**src/mrd_pkg.sv**
```systemverilog
// Package for the Modbus RTU response deframer.
// Types, status and register codes, and the byte-wide CRC-16 update.
// No dependencies.
`timescale 1ns / 1ps

package mrd_pkg;

    localparam logic [7:0]  FIXED_READ_CODE  = 8'h03;
    localparam logic [7:0]  FIXED_WRITE_CODE = 8'h10;
    localparam logic [8:0]  WRITE_FRAME_LEN  = 9'd8;
    localparam logic [8:0]  READ_FRAME_BASE  = 9'd5;
    localparam logic [15:0] CRC_INIT         = 16'hFFFF;
    localparam logic [15:0] CRC_POLY         = 16'hA001;

    localparam int          ADDR_W = 4;
    localparam logic [1:0]  REG_SLAVE_ADDRESS  = 2'd0;
    localparam logic [1:0]  REG_READ_FUNCTION  = 2'd1;
    localparam logic [1:0]  REG_WRITE_FUNCTION = 2'd2;

    localparam logic [2:0]  ST_INFRAME = 3'd0;
    localparam logic [2:0]  ST_GOOD    = 3'd1;
    localparam logic [2:0]  ST_CRCERR  = 3'd2;
    localparam logic [2:0]  ST_UNKFUNC = 3'd3;
    localparam logic [2:0]  ST_GARBAGE = 3'd4;
    localparam logic [2:0]  ST_FLUSHED = 3'd5;

    typedef enum logic [3:0] {
        PH_HUNT  = 4'b0001,
        PH_FUNC  = 4'b0010,
        PH_COUNT = 4'b0100,
        PH_BODY  = 4'b1000
    } t_phase;

    typedef struct packed {
        logic [7:0] slave_address;
        logic [7:0] read_function;
        logic [7:0] write_function;
    } t_cfg;

    typedef struct packed {
        logic [2:0] status;
        logic       frame_done;
        logic [8:0] frame_length;
        logic [8:0] byte_index;
        logic [7:0] data_byte;
    } t_result;

    function automatic logic [15:0] crc16_byte(input logic [15:0] crc, input logic [7:0] b);
        logic [15:0] c;
        c = crc ^ {8'h00, b};
        for (int i = 0; i < 8; i++) begin
            c = c[0] ? ((c >> 1) ^ CRC_POLY) : (c >> 1);
        end
        return c;
    endfunction

endpackage

```
**src/mrd_if.sv**
```systemverilog
// Valid/ready channel interfaces for received bytes and deframer results.
// No dependencies.
`timescale 1ns / 1ps

interface mrd_in_if;
    logic       valid;
    logic       ready;
    logic       action;
    logic [7:0] rx_byte;

    modport source (output valid, output action, output rx_byte, input ready);
    modport sink   (input valid, input action, input rx_byte, output ready);
endinterface

interface mrd_out_if;
    logic       valid;
    logic       ready;
    logic [2:0] status;
    logic       frame_done;
    logic [8:0] frame_length;
    logic [8:0] byte_index;
    logic [7:0] data_byte;

    modport source (output valid, output status, output frame_done, output frame_length,
                    output byte_index, output data_byte, input ready);
    modport sink   (input valid, input status, input frame_done, input frame_length,
                    input byte_index, input data_byte, output ready);
endinterface

```
**src/modbus_rtu_response_deframer_unit.sv**
```systemverilog
// Top level of the Modbus RTU response deframer.
// Depends on mrd_pkg, mrd_if, mrd_regs, mrd_core, mrd_outq.
//
//   channel   dir  handshake          payload
//   i_in      in   valid/ready        action, rx_byte
//   o_out     out  valid/ready        status, frame_done, frame_length, byte_index, data_byte
//   apb       in   psel/penable       paddr, pwdata, pwrite -> prdata, pready
//
// One request per cycle while the result buffer has space; each result is registered on acceptance.
// The CRC byte update and the frame state update are computed combinationally in mrd_core.
// A two-entry result buffer keeps input ready while one result is stalled.
// Synchronous active-low reset; no clearing pass.
`timescale 1ns / 1ps

module modbus_rtu_response_deframer_unit (
    input  logic                        i_clk,
    input  logic                        i_rst_n,
    mrd_in_if.sink                      i_in,
    mrd_out_if.source                   o_out,
    input  logic                        psel,
    input  logic                        penable,
    input  logic                        pwrite,
    input  logic [mrd_pkg::ADDR_W-1:0]  paddr,
    input  logic [31:0]                 pwdata,
    output logic [31:0]                 prdata,
    output logic                        pready
);

    mrd_pkg::t_cfg    w_cfg;
    mrd_pkg::t_result w_result;
    mrd_pkg::t_result w_out;
    logic             w_space;
    logic             w_accept;

    assign i_in.ready = w_space;
    assign w_accept   = i_in.valid && w_space;

    mrd_regs u_regs (
        .i_clk     (i_clk),
        .i_rst_n   (i_rst_n),
        .i_psel    (psel),
        .i_penable (penable),
        .i_pwrite  (pwrite),
        .i_paddr   (paddr),
        .i_pwdata  (pwdata),
        .o_prdata  (prdata),
        .o_pready  (pready),
        .o_cfg     (w_cfg)
    );

    mrd_core u_core (
        .i_clk     (i_clk),
        .i_rst_n   (i_rst_n),
        .i_cfg     (w_cfg),
        .i_accept  (w_accept),
        .i_action  (i_in.action),
        .i_rx_byte (i_in.rx_byte),
        .o_result  (w_result)
    );

    mrd_outq u_outq (
        .i_clk   (i_clk),
        .i_rst_n (i_rst_n),
        .i_push  (w_accept),
        .i_data  (w_result),
        .o_space (w_space),
        .i_pop   (o_out.ready),
        .o_valid (o_out.valid),
        .o_data  (w_out)
    );

    assign o_out.status       = w_out.status;
    assign o_out.frame_done   = w_out.frame_done;
    assign o_out.frame_length = w_out.frame_length;
    assign o_out.byte_index   = w_out.byte_index;
    assign o_out.data_byte    = w_out.data_byte;

endmodule

```
**src/mrd_regs.sv**
```systemverilog
// APB-style configuration registers: slave address and function codes.
// Depends on mrd_pkg.
`timescale 1ns / 1ps

module mrd_regs (
    input  logic                        i_clk,
    input  logic                        i_rst_n,
    input  logic                        i_psel,
    input  logic                        i_penable,
    input  logic                        i_pwrite,
    input  logic [mrd_pkg::ADDR_W-1:0]  i_paddr,
    input  logic [31:0]                 i_pwdata,
    output logic [31:0]                 o_prdata,
    output logic                        o_pready,
    output mrd_pkg::t_cfg               o_cfg
);

    mrd_pkg::t_cfg r_cfg;
    logic          w_wr;
    logic [1:0]    w_idx;

    assign o_pready = 1'b1;
    assign w_wr     = i_psel && i_penable && i_pwrite;
    assign w_idx    = i_paddr[3:2];
    assign o_cfg    = r_cfg;

    always_ff @(posedge i_clk) begin
        if (!i_rst_n) begin
            r_cfg.slave_address  <= 8'd1;
            r_cfg.read_function  <= 8'd3;
            r_cfg.write_function <= 8'd6;
        end else if (w_wr) begin
            case (w_idx)
                mrd_pkg::REG_SLAVE_ADDRESS:  r_cfg.slave_address  <= i_pwdata[7:0];
                mrd_pkg::REG_READ_FUNCTION:  r_cfg.read_function  <= i_pwdata[7:0];
                mrd_pkg::REG_WRITE_FUNCTION: r_cfg.write_function <= i_pwdata[7:0];
                default: ;
            endcase
        end
    end

    always_comb begin
        case (w_idx)
            mrd_pkg::REG_SLAVE_ADDRESS:  o_prdata = {24'd0, r_cfg.slave_address};
            mrd_pkg::REG_READ_FUNCTION:  o_prdata = {24'd0, r_cfg.read_function};
            mrd_pkg::REG_WRITE_FUNCTION: o_prdata = {24'd0, r_cfg.write_function};
            default:                     o_prdata = 32'd0;
        endcase
    end

endmodule

```
**src/mrd_core.sv**
```systemverilog
// Frame state machine with running CRC-16; one byte per accepted request.
// Produces the result for the current request combinationally. Depends on mrd_pkg.
`timescale 1ns / 1ps

module mrd_core (
    input  logic             i_clk,
    input  logic             i_rst_n,
    input  mrd_pkg::t_cfg    i_cfg,
    input  logic             i_accept,
    input  logic             i_action,
    input  logic [7:0]       i_rx_byte,
    output mrd_pkg::t_result o_result
);

    mrd_pkg::t_phase r_phase, n_phase;
    logic [15:0]     r_crc, n_crc;
    logic [8:0]      r_bytes_seen, n_bytes_seen;
    logic [8:0]      r_exp_len, n_exp_len;
    logic [7:0]      r_last_byte, n_last_byte;
    logic [15:0]     w_crc_upd;
    logic [9:0]      w_seen_p2;

    assign w_crc_upd = mrd_pkg::crc16_byte(r_crc, i_rx_byte);
    assign w_seen_p2 = {1'b0, r_bytes_seen} + 10'd2;

    always_comb begin
        n_phase      = r_phase;
        n_crc        = r_crc;
        n_bytes_seen = r_bytes_seen;
        n_exp_len    = r_exp_len;
        n_last_byte  = r_last_byte;

        o_result.status       = mrd_pkg::ST_INFRAME;
        o_result.frame_done   = 1'b0;
        o_result.frame_length = 9'd0;
        o_result.byte_index   = 9'd0;
        o_result.data_byte    = i_rx_byte;

        if (i_action) begin
            n_phase      = mrd_pkg::PH_HUNT;
            n_crc        = mrd_pkg::CRC_INIT;
            n_bytes_seen = 9'd0;
            n_exp_len    = 9'd0;
            o_result.status    = mrd_pkg::ST_FLUSHED;
            o_result.data_byte = 8'd0;
        end else begin
            o_result.byte_index = r_bytes_seen;
            case (r_phase)
                mrd_pkg::PH_HUNT: begin
                    if (i_rx_byte == i_cfg.slave_address) begin
                        n_crc        = mrd_pkg::crc16_byte(mrd_pkg::CRC_INIT, i_rx_byte);
                        n_bytes_seen = 9'd1;
                        n_phase      = mrd_pkg::PH_FUNC;
                    end else begin
                        o_result.status     = mrd_pkg::ST_GARBAGE;
                        o_result.byte_index = 9'd0;
                    end
                end
                mrd_pkg::PH_FUNC: begin
                    n_crc        = w_crc_upd;
                    n_bytes_seen = 9'd2;
                    if (i_rx_byte == mrd_pkg::FIXED_READ_CODE) begin
                        n_phase = mrd_pkg::PH_COUNT;
                    end else if (i_rx_byte == mrd_pkg::FIXED_WRITE_CODE) begin
                        n_phase   = mrd_pkg::PH_BODY;
                        n_exp_len = mrd_pkg::WRITE_FRAME_LEN;
                    end else if (i_rx_byte == i_cfg.read_function) begin
                        n_phase = mrd_pkg::PH_COUNT;
                    end else if (i_rx_byte == i_cfg.write_function) begin
                        n_phase   = mrd_pkg::PH_BODY;
                        n_exp_len = mrd_pkg::WRITE_FRAME_LEN;
                    end else begin
                        o_result.status = mrd_pkg::ST_UNKFUNC;
                        n_phase         = mrd_pkg::PH_HUNT;
                        n_crc           = mrd_pkg::CRC_INIT;
                        n_bytes_seen    = 9'd0;
                        n_exp_len       = 9'd0;
                    end
                end
                mrd_pkg::PH_COUNT: begin
                    n_exp_len    = mrd_pkg::READ_FRAME_BASE + {1'b0, i_rx_byte};
                    n_crc        = w_crc_upd;
                    n_bytes_seen = 9'd3;
                    n_phase      = mrd_pkg::PH_BODY;
                end
                default: begin
                    if (w_seen_p2 < {1'b0, r_exp_len}) begin
                        n_crc        = w_crc_upd;
                        n_bytes_seen = r_bytes_seen + 9'd1;
                    end else if (w_seen_p2 == {1'b0, r_exp_len}) begin
                        n_last_byte  = i_rx_byte;
                        n_bytes_seen = r_bytes_seen + 9'd1;
                    end else begin
                        o_result.status       = ({i_rx_byte, r_last_byte} == r_crc) ?
                                                mrd_pkg::ST_GOOD : mrd_pkg::ST_CRCERR;
                        o_result.frame_done   = 1'b1;
                        o_result.frame_length = r_exp_len;
                        n_phase      = mrd_pkg::PH_HUNT;
                        n_crc        = mrd_pkg::CRC_INIT;
                        n_bytes_seen = 9'd0;
                        n_exp_len    = 9'd0;
                    end
                end
            endcase
        end
    end

    always_ff @(posedge i_clk) begin
        if (!i_rst_n) begin
            r_phase      <= mrd_pkg::PH_HUNT;
            r_crc        <= mrd_pkg::CRC_INIT;
            r_bytes_seen <= 9'd0;
            r_exp_len    <= 9'd0;
            r_last_byte  <= 8'd0;
        end else if (i_accept) begin
            r_phase      <= n_phase;
            r_crc        <= n_crc;
            r_bytes_seen <= n_bytes_seen;
            r_exp_len    <= n_exp_len;
            r_last_byte  <= n_last_byte;
        end
    end

endmodule

```
**src/mrd_outq.sv**
```systemverilog
// Two-entry result buffer: a ring of two entries with read and write pointers.
// Depends on mrd_pkg.
`timescale 1ns / 1ps

module mrd_outq (
    input  logic             i_clk,
    input  logic             i_rst_n,
    input  logic             i_push,
    input  mrd_pkg::t_result i_data,
    output logic             o_space,
    input  logic             i_pop,
    output logic             o_valid,
    output mrd_pkg::t_result o_data
);

    mrd_pkg::t_result r_mem [2];
    logic             r_wptr;
    logic             r_rptr;
    logic [1:0]       r_count;
    logic             w_pop;

    assign o_space = (r_count != 2'd2);
    assign o_valid = (r_count != 2'd0);
    assign o_data  = r_mem[r_rptr];
    assign w_pop   = i_pop && o_valid;

    always_ff @(posedge i_clk) begin
        if (i_push) begin
            r_mem[r_wptr] <= i_data;
        end
    end

    always_ff @(posedge i_clk) begin
        if (!i_rst_n) begin
            r_wptr  <= 1'b0;
            r_rptr  <= 1'b0;
            r_count <= 2'd0;
        end else begin
            if (i_push) r_wptr <= ~r_wptr;
            if (w_pop)  r_rptr <= ~r_rptr;
            case ({i_push, w_pop})
                2'b10:   r_count <= r_count + 2'd1;
                2'b01:   r_count <= r_count - 2'd1;
                default: r_count <= r_count;
            endcase
        end
    end

endmodule

```
**src/flat_wrapper.sv**
```systemverilog
// flat-port wrapper written by rule: the top's interface ports become plain ports
module modbus_rtu_response_deframer_unit_flat 
  (i_clk, i_rst_n, psel, penable, pwrite, paddr, pwdata, prdata, pready, i_in_valid, i_in_action, i_in_rx_byte, i_in_ready, o_out_valid, o_out_status, o_out_frame_done, o_out_frame_length, o_out_byte_index, o_out_data_byte, o_out_ready);
  mrd_in_if i_in_i ();
  mrd_out_if o_out_i ();
  input  logic i_clk;
  input  logic i_rst_n;
  input  logic psel;
  input  logic penable;
  input  logic pwrite;
  input  logic [mrd_pkg::ADDR_W-1:0] paddr;
  input  logic [31:0] pwdata;
  output logic [31:0] prdata;
  output logic pready;
  input wire logic [$bits(i_in_i.valid)-1:0] i_in_valid;
  input wire logic [$bits(i_in_i.action)-1:0] i_in_action;
  input wire logic [$bits(i_in_i.rx_byte)-1:0] i_in_rx_byte;
  output wire logic [$bits(i_in_i.ready)-1:0] i_in_ready;
  output wire logic [$bits(o_out_i.valid)-1:0] o_out_valid;
  output wire logic [$bits(o_out_i.status)-1:0] o_out_status;
  output wire logic [$bits(o_out_i.frame_done)-1:0] o_out_frame_done;
  output wire logic [$bits(o_out_i.frame_length)-1:0] o_out_frame_length;
  output wire logic [$bits(o_out_i.byte_index)-1:0] o_out_byte_index;
  output wire logic [$bits(o_out_i.data_byte)-1:0] o_out_data_byte;
  input wire logic [$bits(o_out_i.ready)-1:0] o_out_ready;
  assign i_in_i.valid = i_in_valid;
  assign i_in_i.action = i_in_action;
  assign i_in_i.rx_byte = i_in_rx_byte;
  assign i_in_ready = i_in_i.ready;
  assign o_out_valid = o_out_i.valid;
  assign o_out_status = o_out_i.status;
  assign o_out_frame_done = o_out_i.frame_done;
  assign o_out_frame_length = o_out_i.frame_length;
  assign o_out_byte_index = o_out_i.byte_index;
  assign o_out_data_byte = o_out_i.data_byte;
  assign o_out_i.ready = o_out_ready;
  modbus_rtu_response_deframer_unit u_core (.i_clk(i_clk), .i_rst_n(i_rst_n), .i_in(i_in_i), .o_out(o_out_i), .psel(psel), .penable(penable), .pwrite(pwrite), .paddr(paddr), .pwdata(pwdata), .prdata(prdata), .pready(pready));
endmodule
```
**config.mk**
```make
export PLATFORM = sky130hd
export DESIGN_NAME = modbus_rtu_response_deframer_unit_flat
export DESIGN_NICKNAME = d
export VERILOG_FILES = /design/src/mrd_pkg.sv /design/src/mrd_if.sv /design/src/modbus_rtu_response_deframer_unit.sv /design/src/mrd_regs.sv /design/src/mrd_core.sv /design/src/mrd_outq.sv /design/src/flat_wrapper.sv
export SDC_FILE = /design/constraint.sdc
export NUM_CORES = 1
export LEC_CHECK = 0
export BUFFER_PORTS_ARGS = -buffer_cell sky130_fd_sc_hd__buf_2
export CELL_PAD_IN_SITES_DETAIL_PLACEMENT = 1
export CELL_PAD_IN_SITES_GLOBAL_PLACEMENT = 2
export CORE_MARGIN = 2
export CORE_UTILIZATION = 33
export CTS_CLUSTER_SIZE = 10
export DETAILED_ROUTE_END_ITERATION = 7
export PLACE_DENSITY = 0.76
export SLEW_MARGIN = 10
export SYNTH_ARGS = -nofsm -noshare
export SYNTH_HDL_FRONTEND = slang
export SYNTH_SLANG_ARGS = --single-unit
```
**constraint.sdc**
```tcl
create_clock -name i_clk -period 2.72 [get_ports i_clk]
set_input_delay 0.544 -clock i_clk [delete_from_list [all_inputs] [get_ports i_clk]]
set_output_delay 0.544 -clock i_clk [all_outputs]
set_load 0.02 [all_outputs]
```
Word level (Yosys, flattened, before mapping) --
Memory sizes are Yosys's and may differ from the RTL's. A register that Yosys moved wholly into a read port is not among the register bits. Index checks and enable logic that the tools add are counted.
Cells by class: $add $sub $neg 5, magnitude comparators 1, equality and inequality tests 24, multiplexer cells 72, bitwise logic cells 23, reduce and logical (&&, ||, !) cells 16
Operators by type and width (number):
- $mux 16 | 24
- $mux 9 | 12
- $pmux 9 s3 | 2
- $not 2->3 | 16
- $pmux 16 s3 | 1
- $mux 4 | 9
- $eq 8x8->1 | 3
- $mux 12 | 2
- $pmux 8 s3 | 1
- $mux 19 | 1
- $mux 2 | 9
- $eq 16x16->1 | 1
- $not 8->16 | 1
- $xor 16x8->16 | 1
- $pmux 4 s3 | 1
- $add 9x2->10 const B | 1
- $eq 10x9->1 | 1
- $lt 10x9->1 | 1
- $mux 10 | 1
- $ne 5x2->1 const B | 2
- $add 3x8->9 const A | 1
- $add 9x1->9 const B | 1
- $pmux 3 s3 | 1
- $eq 8x2->1 const B | 1
- other kinds (27) | 47
Word-level totals: bits in registers 74, memory bits (writable) 60, word-level logic and storage cells 153, memories kept 1
Memory list:
- u_core.u_outq.r_mem | depth 2, width 30, rd ports 1, clocked after memory_dff 1, write ports 1, RTL line mrd_outq.sv:16 | mrd_pkg::t_result r_mem [2];

Longest topological paths before layout --
Gate-level depths: netlist (run 1).
word-level depth 23, gate-level depth with buffers 13

Hierarchy --
Synthesis (run 1) repeated with hierarchy kept, for this count alone.
Unflattened totals: cell total of the unflattened synthesis 735, area total of the unflattened synthesis 7418.4 sq um
Modules (own cells, without submodules):
- mrd_core | instances 1, cells an instance 468, area an instance 3711.1 sq um, seq. area each 920.9 sq um
- mrd_outq | instances 1, cells an instance 116, area an instance 2379.8 sq um, seq. area each 1901.8 sq um
- mrd_regs | instances 1, cells an instance 150, area an instance 1321.3 sq um, seq. area each 480.5 sq um
- modbus_rtu_response_deframer_unit | instances 1, cells an instance 1, area an instance 6.3 sq um, seq. area each 0.0 sq um

Worst setup path before layout (run 1) --
Ideal clock, no wire load.
path kind register -> register, from register u_core.u_core.r_bytes_seen[2], to register u_core.u_core.r_bytes_seen[3], arrival 2.825 ns, path slack -0.176 ns, cell stages (with the launch flop) 13, buffers on the path 1, clock period less this slack 2.896 ns, cells stage by stage dfxtp_1 -> ha_1 -> and4_1 -> nand2_1 -> xnor2_1 -> ha_1 -> nand2_1 -> or3_1 -> a2111o_1 -> buf_2 -> nor2_1 -> nand4b_1 -> a21oi_1
On the way: word-level cells in the longest chain between the ends 6, elaborated cells between the ends (all ways) 8, those cells by class 2 x add/sub; 1 x order compare; 1 x eq/ne; 4 x mux
RTL lines:
- start: declaration | RTL line mrd_core.sv:17 | logic [8:0] r_bytes_seen, n_bytes_seen;
- start signal: assignment | RTL line mrd_core.sv:118 | r_bytes_seen <= n_bytes_seen;
- branches (longest 3 deep; another with $add 9x2->10)
- $mux 9 * | RTL line mrd_core.sv:87 | if (w_seen_p2 < {1'b0, r_exp_len}) begin
- $pmux 9 s3 * | RTL line mrd_core.sv:48 | case (r_phase)
- $mux 9 * | RTL line mrd_core.sv:39 | if (i_action) begin
Every way passes the cells marked *. A chain may end at the register's enable or synchronous reset.

Worst setup path after layout (run 1) --
from register u_core.u_core.r_bytes_seen[4], to register u_core.u_core.r_bytes_seen[8]
Same word-level chain as after synthesis.

==> results of run 1 <==
## cell families (layout without fill, tap and decap cells)
family                     count (synthesis)  count (layout)  share of synthesized area, %
other                                      2              25                        0.0991
buffers and inverters                     94             215                          6.72
AOI/OAI and AO/OA                        115             115                          10.4
muxes                                     63              63                          8.83
xor gates and xnor gates                  87              87                          10.9
DFF                                      135             135                          43.6
adders and majority gates                 24              24                          3.96
and+or+nand+nor                          229             229                          15.5
## repair_timing
action | CTS | global route
setup endpoints to repair | 69 | 70
setup buffers | 16 | 10
gates resized for setup | 71 | 27
gates cloned | 1 | 0
pin swaps | 53 | 25
## power groups by stage
stage               Clock (mW)  Combinational [mW]  Sequential [mW]
floorplan                    0                1.20             2.42
global placement             0                1.64             2.43
detailed placement           0                1.65             2.44
CTS                       2.27                1.75             2.40
global route              2.34                1.91             2.41
finish                    2.22                1.76             2.39
## worst min-delay path by stage
stage | startpoint | end | slack (ns) | depth (start not counted)
after floorplan | u_core.u_regs.o_cfg[15]$_SDFFE_PN0P_ | u_core.u_regs.o_cfg[15]$_SDFFE_PN0P_ | 0.46 | 2
after global placement | u_core.u_regs.o_cfg[13]$_SDFFE_PN0P_ | u_core.u_regs.o_cfg[13]$_SDFFE_PN0P_ | 0.48 | 2
after detailed placement | u_core.u_regs.o_cfg[11]$_SDFFE_PN0P_ | u_core.u_regs.o_cfg[11]$_SDFFE_PN0P_ | 0.49 | 2
after CTS | pwdata[0] | u_core.u_regs.o_cfg[16]$_SDFFE_PN1P_ | 0.36 | 3
after global routing | pwdata[2] | u_core.u_regs.o_cfg[2]$_SDFFE_PN1P_ | 0.39 | 3
final | pwdata[0] | u_core.u_regs.o_cfg[16]$_SDFFE_PN1P_ | 0.37 | 3
## final cells by class
| cell class | instances | area (um^2) | area share (%) |
|---|---|---|---|
| Tap cell | 285 | 357 | 3.67 |
| Timing Repair Buffer | 156 | 1120 | 11.5 |
| Clock buffer | 19 | 433 | 4.45 |
| Inverter | 27 | 101 | 1.04 |
| Clock inverter | 13 | 120 | 1.24 |
| Sequential cell | 135 | 3310 | 34.0 |
| Multi-Input combinational cell | 543 | 4280 | 44.0 |
## worst max-delay path: cells and delay by family, from the launching register on
family / cells / cell delay [ns]
fa+ha+maj: 1 / 0.31
flops: 1 / 0.33
compound gates: 5 / 1.00
simple gates: 2 / 0.58
xor+xnor: 1 / 0.22
buf+inv: 3 / 0.42
## metal layers
metal  up-vias  part of all wire [%]
met1      2875                    44
met3        34                   2.9
met2       110                    51
li1       2849                     -
met5         -                     0
met4         0                   2.1
## registers in the layout, indices dropped and copies added, names as in the netlist, named ones only
register	count
u_core.u_outq.r_mem	60
u_core.u_core.r_phase	4
u_core.u_outq.r_rptr	1
u_core.u_core.r_exp_len	9
u_core.u_outq.r_count	2
u_core.u_core.r_crc	16
u_core.u_core.r_last_byte	8
u_core.u_regs.o_cfg	24
u_core.u_outq.r_wptr	1
u_core.u_core.r_bytes_seen	9
## cell usage after synthesis, drive strengths merged, types with 22 or more instances
master	number
dfxtp	75
nor2	68
edfxtp	60
nand2	56
xnor2	49
buf	45
a21oi	38
xor2	35
mux2i	32
mux2	31
o21ai	28
inv	25
ha	24
clkbuf	22
nand3	22
==> metrics.md, run 1 <==
| Metric | Value |
|---|---|
| Arrival time worst endpoint | 3.28 ns |
| Leak pwr | 3.73 nW |
| Initial cell density of the core | between 30% and 40% |
| Switching share of power | 32.7% |
| Ys Warns | 0 |
| Ys async rst share | 0% |
| Post-synth EDFFs | 60 |
| CTS buffer count | 17 |
| Placed cells | 1,127 |
| Crit start category | flip-flop |
| CTS sink cnt | 135 |
| Crit Path Category | flip-flop to flip-flop |
| P per Cell Area | 656 nW/um^2 |
| Placed instance area | 8510 um^2 |
| Final instance count without filler cells | 1,178 |
| Crit path max-delay cell type | or4_1 |
| CP most frequent cell | buf_4 |
| Finished Cell Area | 9720 um^2 |
| Worst hold margin | 0.370 ns |
| Met2 usage | between 30% and 40% |
| Crit path cell chain | buf_4 > buf_4 > xnor2_1 > ha_1 > a21oi_1 > o211a_2 > o221ai_4 > a21oi_4 > buf_4 > nand3_2 > or4_1 > a21oi_1 |
| Internal reg-to-reg setup slack | -0.20 ns |
| GRT Util Overall | 17.9% |
| Final setup fails | between 50 and 60 |
| Input/output buffers | 65 |
| Met3 Use GR | roughly 3.1% |
| Commonest cells after routing, fill and taps aside | dfxtp_1 (71), buf_2 (65), buf_4 (65) |
| Crit. End Element | flip-flop |
| Dpl hpwl | roughly 15,000 um |
| Ant. Diodes | 0 |
| Tightest Pin Transition | 0.769 ns |
| Psw | 2.08 mW |
| Post-synthesis cell type count | 72 |
| Routed WL | 21,400 um |
| Crit Path Max Fanout | 6 |
| CTS hold repair buffers | 0 |
| First-pass GRT wire length | 33,500 um |
| Clock skew | between 0.01 and 0.015 ns |
| Via density | 4.98 |
| Boundary Pins | approximately 120 |
| Dpl ws | -0.309 ns |
| Max cap viols | 0 |
| Reg power frac | a little under two fifths |
| Cell Int Power | 4.29 mW |
| Rows | between 50 and 60 |
| Critical Path RT | 3.08 ns |
| Seq/Total Area, Yosys | 43.6% |
| Met1 Use GR | about 22% |
| Crit share post-route | 107% |
| Status | finished, violations left |
| Final net count | 956 |
| CP endpoint | u_core.u_core.r_bytes_seen[8]$_SDFFE_PN0P_ |
| CORE AREA | ~23,000 um^2 |
| Max incr delay on CP | 0.49 ns |
| GPL Wtd Cong | 0.808 |
| Worst-skew pair later-pin latency | ~0.43 ns |
| Avg Cell Area, Syn | just over 10 um^2 |
| Final Hold Fails | 0 |
| Mapped Cells | 749 |
| Die span in y | 156 um |
| Starting DRT DRC Count | 243 |
| Remaining global-route overflow | 0 |
| Failing checks | setup timing |
| Crit path from | u_core.u_core.r_bytes_seen[4]$_SDFFE_PN0P_ |
| Largest cells by area after synthesis | edfxtp_1 (24%), dfxtp_1 (20%), xnor2_1 (5.4%) |
| Pre-Repair DR Iteration Count | 4 |
| Synth area leader | edfxtp_1 |
| Layer with the highest usage | met2 |
| CTS tree | yes |
| Clk pwr share | a little over a third |
| Worst r2r src | u_core.u_core.r_bytes_seen[4]$_SDFFE_PN0P_ |
| Total Neg Setup Slack | -7.07 ns |
| Initial antenna violation count | 0 |
| Final core occ | 43.1% |
| Hold Crit Class | input pin to flip-flop |
| WL per Instance | 18.2 um |
| Clock-pin slew on the worst setup and hold paths | 0.06 ns |
| Detail Route Antenna Nets | 0 |
| Top_reg_cell synth | dfxtp_1 |
| Logic gate share of total power | between 20% and 30% |
| Fill cell total of the finished layout | 2,533 |
| Synthesized flop and latch total | between 100 and 150 |
| Rel. slew slack | about half |
| Synthesized cell area | 7580 um^2 |
| Vias in the first global route | slightly above 6,000 |
| Clk root buf | clkbuf_16 |
| CTS H-tree lvls | 4 |
| Post-layout minimum cycle time | 2.92 ns |
| Achievable clock frequency | 342 MHz |
| Worst vdd ir | ~0.44 mV |
| Most common cell after layout, fill and taps aside | dfxtp_1 |
| RSZ-0062 raised after global routing | true |
| Total number of vias | 5,868 |
| Largest net degree at the start of global routing | 35 |
| Final Max Slew Viols | 0 |
| Layout Area Growth over Synthesis | 28.2% |
| # DRC | 0 |
| Final Worst Setup Slack | -0.203 ns |
| RR Endpoint | u_core.u_core.r_bytes_seen[8]$_SDFFE_PN0P_ |
| Die ar. | 24,200 um^2 |
| CTS max path bufs | 2 |
| Area share of the largest cell type after synthesis | 23.8% |
| Cell depth of the worst flop-to-flop path | 12 |
| Total Power | 6.37 mW |
| Chip width | 156 um |
| Layout cell share with drive strength beyond 1 | 34.0% |
(Power assumes the default switching activity.)
==> run 2, diff against run 1 <==
==> constraint.sdc (replaced) <==
create_clock -name i_clk -period 2.72 [get_ports i_clk]
set_input_delay 0.408 -clock i_clk [delete_from_list [all_inputs] [get_ports i_clk]]
set_output_delay 0.408 -clock i_clk [all_outputs]
set_load 0.02 [all_outputs]
==> run 2 against run 1 <==
Effect of this change:
- the flow still finishes with violations (setup timing)
- clock power is 6% higher
- largest cell class unchanged
- cell count stayed put
- sequential power hardly changed
==> metrics.md, run 2 (synthesized netlist as in run 1, its figures left out) <==
| Metric | Value |
|---|---|
| Crit start category | flip-flop |
| Failing checks | setup timing |
| Ant. Diodes | 0 |
| Critical Path RT | 3.07 ns |
| Dpl hpwl | roughly 15,000 um |
| Internal reg-to-reg setup slack | -0.20 ns |
| Final Worst Setup Slack | -0.200 ns |
| Starting DRT DRC Count | approximately 230 |
| First-pass GRT wire length | 33,700 um |
| Multi-input logic area | around 4400 um^2 |
| Achievable clock frequency | 343 MHz |
| Crit share post-route | 107% |
| Final setup fails | 60 |
| Via density | 4.96 |
| Clock skew | 0.00805 ns |
| Rel. slew slack | 51.2% |
| Vias in the first global route | just over 6,000 |
| Arrival time worst endpoint | 3.27 ns |
| CTS H-tree lvls | 4 |
| Remaining global-route overflow | 0 |
| Layer with the highest usage | met2 |
| Register Area | 3310 um^2 |
| Die span in y | 156 um |
| Chip width | 156 um |
| Commonest cells after routing, fill and taps aside | dfxtp_1 (71), buf_2 (65), buf_4 (64) |
| Tightest Pin Transition | about 0.73 ns |
| Initial cell density of the core | around a third |
| Die ar. | 24,200 um^2 |
| Met3 Use GR | 3.06% |
| GPL Wtd Cong | 0.786 |
| Final core occ | about 44% |
| Worst-skew pair later-pin latency | 0.43 ns |
| # DRC | 0 |
| CTS max path bufs | 2 |
| Max cap viols | 0 |
| Boundary Pins | roughly 120 |
| Final Max Slew Viols | 0 |
| Top reg by flops | u_core.u_outq.r_mem |
| Initial antenna violation count | 0 |
| Rows | between 50 and 60 |
| RSZ-0062 raised after global routing | true |
| Clock-pin slew on the worst setup and hold paths | 0.06 ns |
| Most common cell after layout, fill and taps aside | dfxtp_1 |
| Status | finished, violations left |
| Worst hold margin | 0.244 ns |
| Worst vdd ir | 0.343 mV |
| CTS sink cnt | ~140 |
| Met1 Use GR | 21.5% |
| Hold Crit Class | input pin to flip-flop |
| CTS tree | yes |
| Crit Path Max Fanout | 6 |
| Detail Route Antenna Nets | 0 |
| Fill cell total of the finished layout | 2,499 |
| Largest net degree at the start of global routing | 32 |
| P per Cell Area | 658 nW/um^2 |
| Layout cell share with drive strength beyond 1 | 36.2% |
| Crit path cell chain | and2_4 > nand4_1 > buf_4 > xnor2_4 > ha_4 > nand2_2 > or3_4 > a2111o_2 > buf_8 > a21oi_2 > o21ai_1 > a21oi_1 |
| CORE AREA | 22,600 um^2 |
| GRT Util Overall | 18.1% |
| Crit path max-delay cell type | a2111o_2 |
| Leak pwr | 3.78 nW |
| WL per Instance | 19.0 um |
| Clk root buf | clkbuf_16 |
| Routed WL | 22,400 um |
| Final Hold Fails | 0 |
| CTS buffer count | 17 |
| Crit Path Category | flip-flop to flip-flop |
| Total number of vias | 5,840 |
| Crit. End Element | flip-flop |
| Max reg flops | 60 |
| Post-layout minimum cycle time | 2.92 ns |
| Met2 usage | 32.8% |
| Input/output buffers | 65 |
| Final net count | 956 |
| Layout Area Growth over Synthesis | 31.0% |
| Pre-Repair DR Iteration Count | 4 |
| Max incr delay on CP | 0.56 ns |
## run 2: changes by cell type in the layout (fill, tap and decap cells not counted), moves of 3 or more
cell / delta
nor2_4: +3
nand2_2: +4
nand2_1: -4
a21oi_2: +3
## run 2: stage by stage
stage                     instances  setup TNS (ns)  worst slack, ns  total power [mW]  instance area (um^2)
final                          1178           -5.96           -0.200              6.53                  9930
after global routing           1178          -12.68           -0.290              6.81                  9930
after CTS                      1167           -5.92           -0.199              6.52                  9500
after detailed placement       1122          -15.69           -0.329              4.10                  8480
after global placement         1122          -11.06           -0.272              4.07                  8480
after floorplan                 772               0          0.00174              3.61                  7690
## run 2: timing repair
item / CTS / global route
cloned: 0 / 1
setup buffers: 15 / 11
pin swaps: 38 / 36
setup endpoints to repair: 70 / 70
resized for setup: 66 / 63
hold buffers: 0 / 0
## run 2: worst paths after layout
kind	start	end	depth (start not counted)
setup reg to reg	u_core.u_core.r_bytes_seen[3]$_SDFFE_PN0P_	u_core.u_core.r_bytes_seen[3]$_SDFFE_PN0P_	12
setup / recovery	u_core.u_core.r_bytes_seen[3]$_SDFFE_PN0P_	u_core.u_core.r_bytes_seen[3]$_SDFFE_PN0P_	12
hold / removal	pwdata[0]	u_core.u_regs.o_cfg[16]$_SDFFE_PN1P_	3
hold reg to reg	u_core.u_regs.o_cfg[10]$_SDFFE_PN0P_	u_core.u_regs.o_cfg[10]$_SDFFE_PN0P_	2
## run 2: area by class of cell
type	instances	area share (%)
clock inverter	12	1.44
inverter	27	1.02
tap	285	3.59
timing repair buffer	156	11.4
clock buffer	20	4.50
sequential	135	33.4
multi-input combinational	543	44.7
## run 2: critical path, delay by kind of cell (launching register included)
kind,cells,cell delay [ns]
adder cells (fa/ha/maj),1,0.29
AND/OR/NAND/NOR,4,0.79
buffers and inverters,2,0.37
AO/OA/AOI/OAI,4,0.90
XOR/XNOR,1,0.14
flip-flops,1,0.35
## run 2: routing by layer
metal | part of all wire (%) | vias to the layer above | wire, um
met3 | 2.3 | 34 | 523
met1 | 43 | 2871 | 9610
li1 | - | 2844 | -
met5 | 0 | - | 0
met2 | 52 | 91 | 11700
met4 | 2.5 | 0 | 559
## run 2: power by group
group	switching [mW]	total (mW)	internal [mW]
sequential	0.0821	2.40	2.31
clock	0.959	2.35	1.39
combinational	1.08	1.79	0.710
==> run 3, diff against run 2 <==
PLACE_DENSITY = 0.86   (was 0.76)
clock period = 2.4 ns   (was 2.72 ns; I/O delays follow)
==> run 3 against run 2 <==
Effect of this change:
- critical endpoint is now u_core.u_core.r_phase[0]$_SDFFE_PN1P_
- largest power group is now clock
- die area unchanged
- the flow still finishes with violations (setup timing)
- sequential cell count unchanged
- sequential power increased by 13%
==> metrics.md, run 3 (synthesized netlist as in run 1, its figures left out) <==
| Metric | Value |
|---|---|
| Status | finished, violations left |
| Failing checks | setup timing |
| P per Cell Area | 748 nW/um^2 |
| RSZ-0062 raised after global routing | true |
| Crit start category | flip-flop |
| Clk root buf | clkbuf_16 |
| CTS max path bufs | 2 |
| Layout cell share with drive strength beyond 1 | 36.6% |
| Arrival time worst endpoint | 3.49 ns |
| Remaining global-route overflow | 0 |
| Post-layout minimum cycle time | 3.20 ns |
| WL per Instance | 19.2 um |
| Final Hold Fails | 0 |
| Max reg flops | 60 |
| Clk pwr share | 36.6% |
| Reg power frac | 35.8% |
| Psw | 2.37 mW |
| Rows | 55 |
| Switching share of power | 31.3% |
| Chip width | between 150 and 200 um |
| CTS buffer count | 17 |
| Final Worst Setup Slack | -0.798 ns |
| Final Max Slew Viols | 0 |
| Crit Path Max Fanout | 6 |
| Commonest cells after routing, fill and taps aside | buf_4 (82), dfxtp_1 (71), buf_2 (65) |
| Tightest Pin Transition | 0.809 ns |
| Critical Path RT | 2.69 ns |
| Crit share post-route | 133% |
| Leak pwr | between 3 and 4 nW |
| Hold Crit Class | input pin to flip-flop |
| Logic gate share of total power | 27.7% |
| Max cap viols | 0 |
| Crit. End Element | flip-flop |
| Die span in y | between 150 and 200 um |
| Final net count | between 900 and 1,000 |
| Initial antenna violation count | 0 |
| Cell Int Power | 5.21 mW |
| Worst vdd ir | 0.420 mV |
| Most common cell after layout, fill and taps aside | buf_4 |
| Die ar. | 24,200 um^2 |
| Pre-Repair DR Iteration Count | 7 |
| Total number of vias | 6,034 |
| Input/output buffers | 65 |
| Worst hold path stage count | 3 |
| Routed WL | ~23,000 um |
| Placed cells | 1,142 |
| CTS hold repair buffers | 0 |
| CORE AREA | 22,600 um^2 |
| Crit Path Category | flip-flop to flip-flop |
| First-pass GRT wire length | 34,500 um |
| Clock skew | approximately 0.013 ns |
| Ant. Diodes | 0 |
| CTS H-tree lvls | 4 |
| Detail Route Antenna Nets | 0 |
| Initial cell density of the core | 33.6% |
| Vias in the first global route | between 6,000 and 7,000 |
| Cell depth of the worst flop-to-flop path | 14 |
| CTS tree | yes |
| Dpl hpwl | 15,400 um |
| Worst-skew pair later-pin latency | roughly 0.43 ns |
| GPL Wtd Cong | roughly 0.83 |
| Clock-pin slew on the worst setup and hold paths | 0.06 ns |
| Largest net degree at the start of global routing | 36 |
| Boundary Pins | 117 |
| Final instance count without filler cells | around 1,200 |
| Total Power | ~7.6 mW |
| Via density | between 5 and 6 |
| Fill cell total of the finished layout | about 2,500 |
| Achievable clock frequency | 313 MHz |
| Final setup fails | 70 |
| Top reg by flops | u_core.u_outq.r_mem |
| Layout Area Growth over Synthesis | 33.8% |
| # DRC | 0 |
| Starting DRT DRC Count | 260 |
| CTS sink cnt | 135 |
| Rel. slew slack | 44.7% |
| Worst hold margin | 0.197 ns |
| GRT Util Overall | 18.3% |
run 3: changes by cell type in the layout (fill, tap and decap cells not counted), moves of 3 or more:
cell     delta
nand2_2     -4
nand2_1     +3
buf_4      +18
buf_12      +5
a21oi_1     -3
o22ai_2     -5
o22ai_1     +5
run 3: power groups by stage:
stage                     registers, mW  logic [mW]  clock network, mW
after global routing               2.73        2.27               2.91
after CTS                          2.71        2.05               2.82
after detailed placement           2.76        1.97                  0
after floorplan                    2.74        1.41                  0
after global placement             2.75        1.94                  0
final                              2.71        2.10               2.77
run 3: final cells by class:
class	count	area [um^2]	area share (%)
Multi-Input combinational cell	545	4410	43.4
Sequential cell	135	3320	32.7
Timing Repair Buffer	178	1350	13.3
Clock buffer	20	437	4.30
Tap cell	285	357	3.52
Clock inverter	12	178	1.75
Inverter	27	101	0.999
run 3: final timing paths:
kind | start | to | slack, ns
max reg2reg | u_core.u_core.r_bytes_seen[4]$_SDFFE_PN0P_ | u_core.u_core.r_phase[0]$_SDFFE_PN1P_ | -0.80
min reg2reg | u_core.u_regs.o_cfg[12]$_SDFFE_PN0P_ | u_core.u_regs.o_cfg[12]$_SDFFE_PN0P_ | 0.49
max | u_core.u_core.r_bytes_seen[4]$_SDFFE_PN0P_ | u_core.u_core.r_phase[0]$_SDFFE_PN1P_ | -0.80
min | pwdata[2] | u_core.u_regs.o_cfg[2]$_SDFFE_PN1P_ | 0.20
run 3: metrics by stage:
stage / utilization [%] / instance area, um^2 / setup TNS, ns / worst slack, ns
final: 44.9 / 10100 / -42.34 / -0.798
after global routing: 44.9 / 10100 / -48.40 / -0.818
after CTS: 43.5 / 9810 / -28.28 / -0.493
after detailed placement: 39.5 / 8930 / -28.45 / -0.549
after global placement: 39.5 / 8930 / -24.73 / -0.481
after floorplan: - / 7960 / -9.39 / -0.267
run 3: critical path: stages, from the launching register on:
cell      delay, ns
dfxtp_4        0.36
and2_4         0.14
nand4_1        0.13
nor2_1         0.15
xor2_1         0.29
ha_1           0.29
nand3_2        0.12
or3_4          0.43
buf_6          0.13
a2111o_1       0.39
buf_6          0.16
buf_6          0.13
buf_6          0.11
a21oi_2        0.12
o21ai_1        0.09
run 3: metal layers:
metal	global-route usage, %	wire (um)	vias up
li1	-	-	2891
met1	22.4	9820	2980
met2	33.0	12000	129
met3	3.08	709	34
met4	5.68	559	0
met5	0	0	-
run 3: repair_timing:
action,CTS,global route
resized for setup,32,48
setup endpoints to repair,70,70
gates cloned,1,1
setup buffers,15,13
pin swaps,18,29
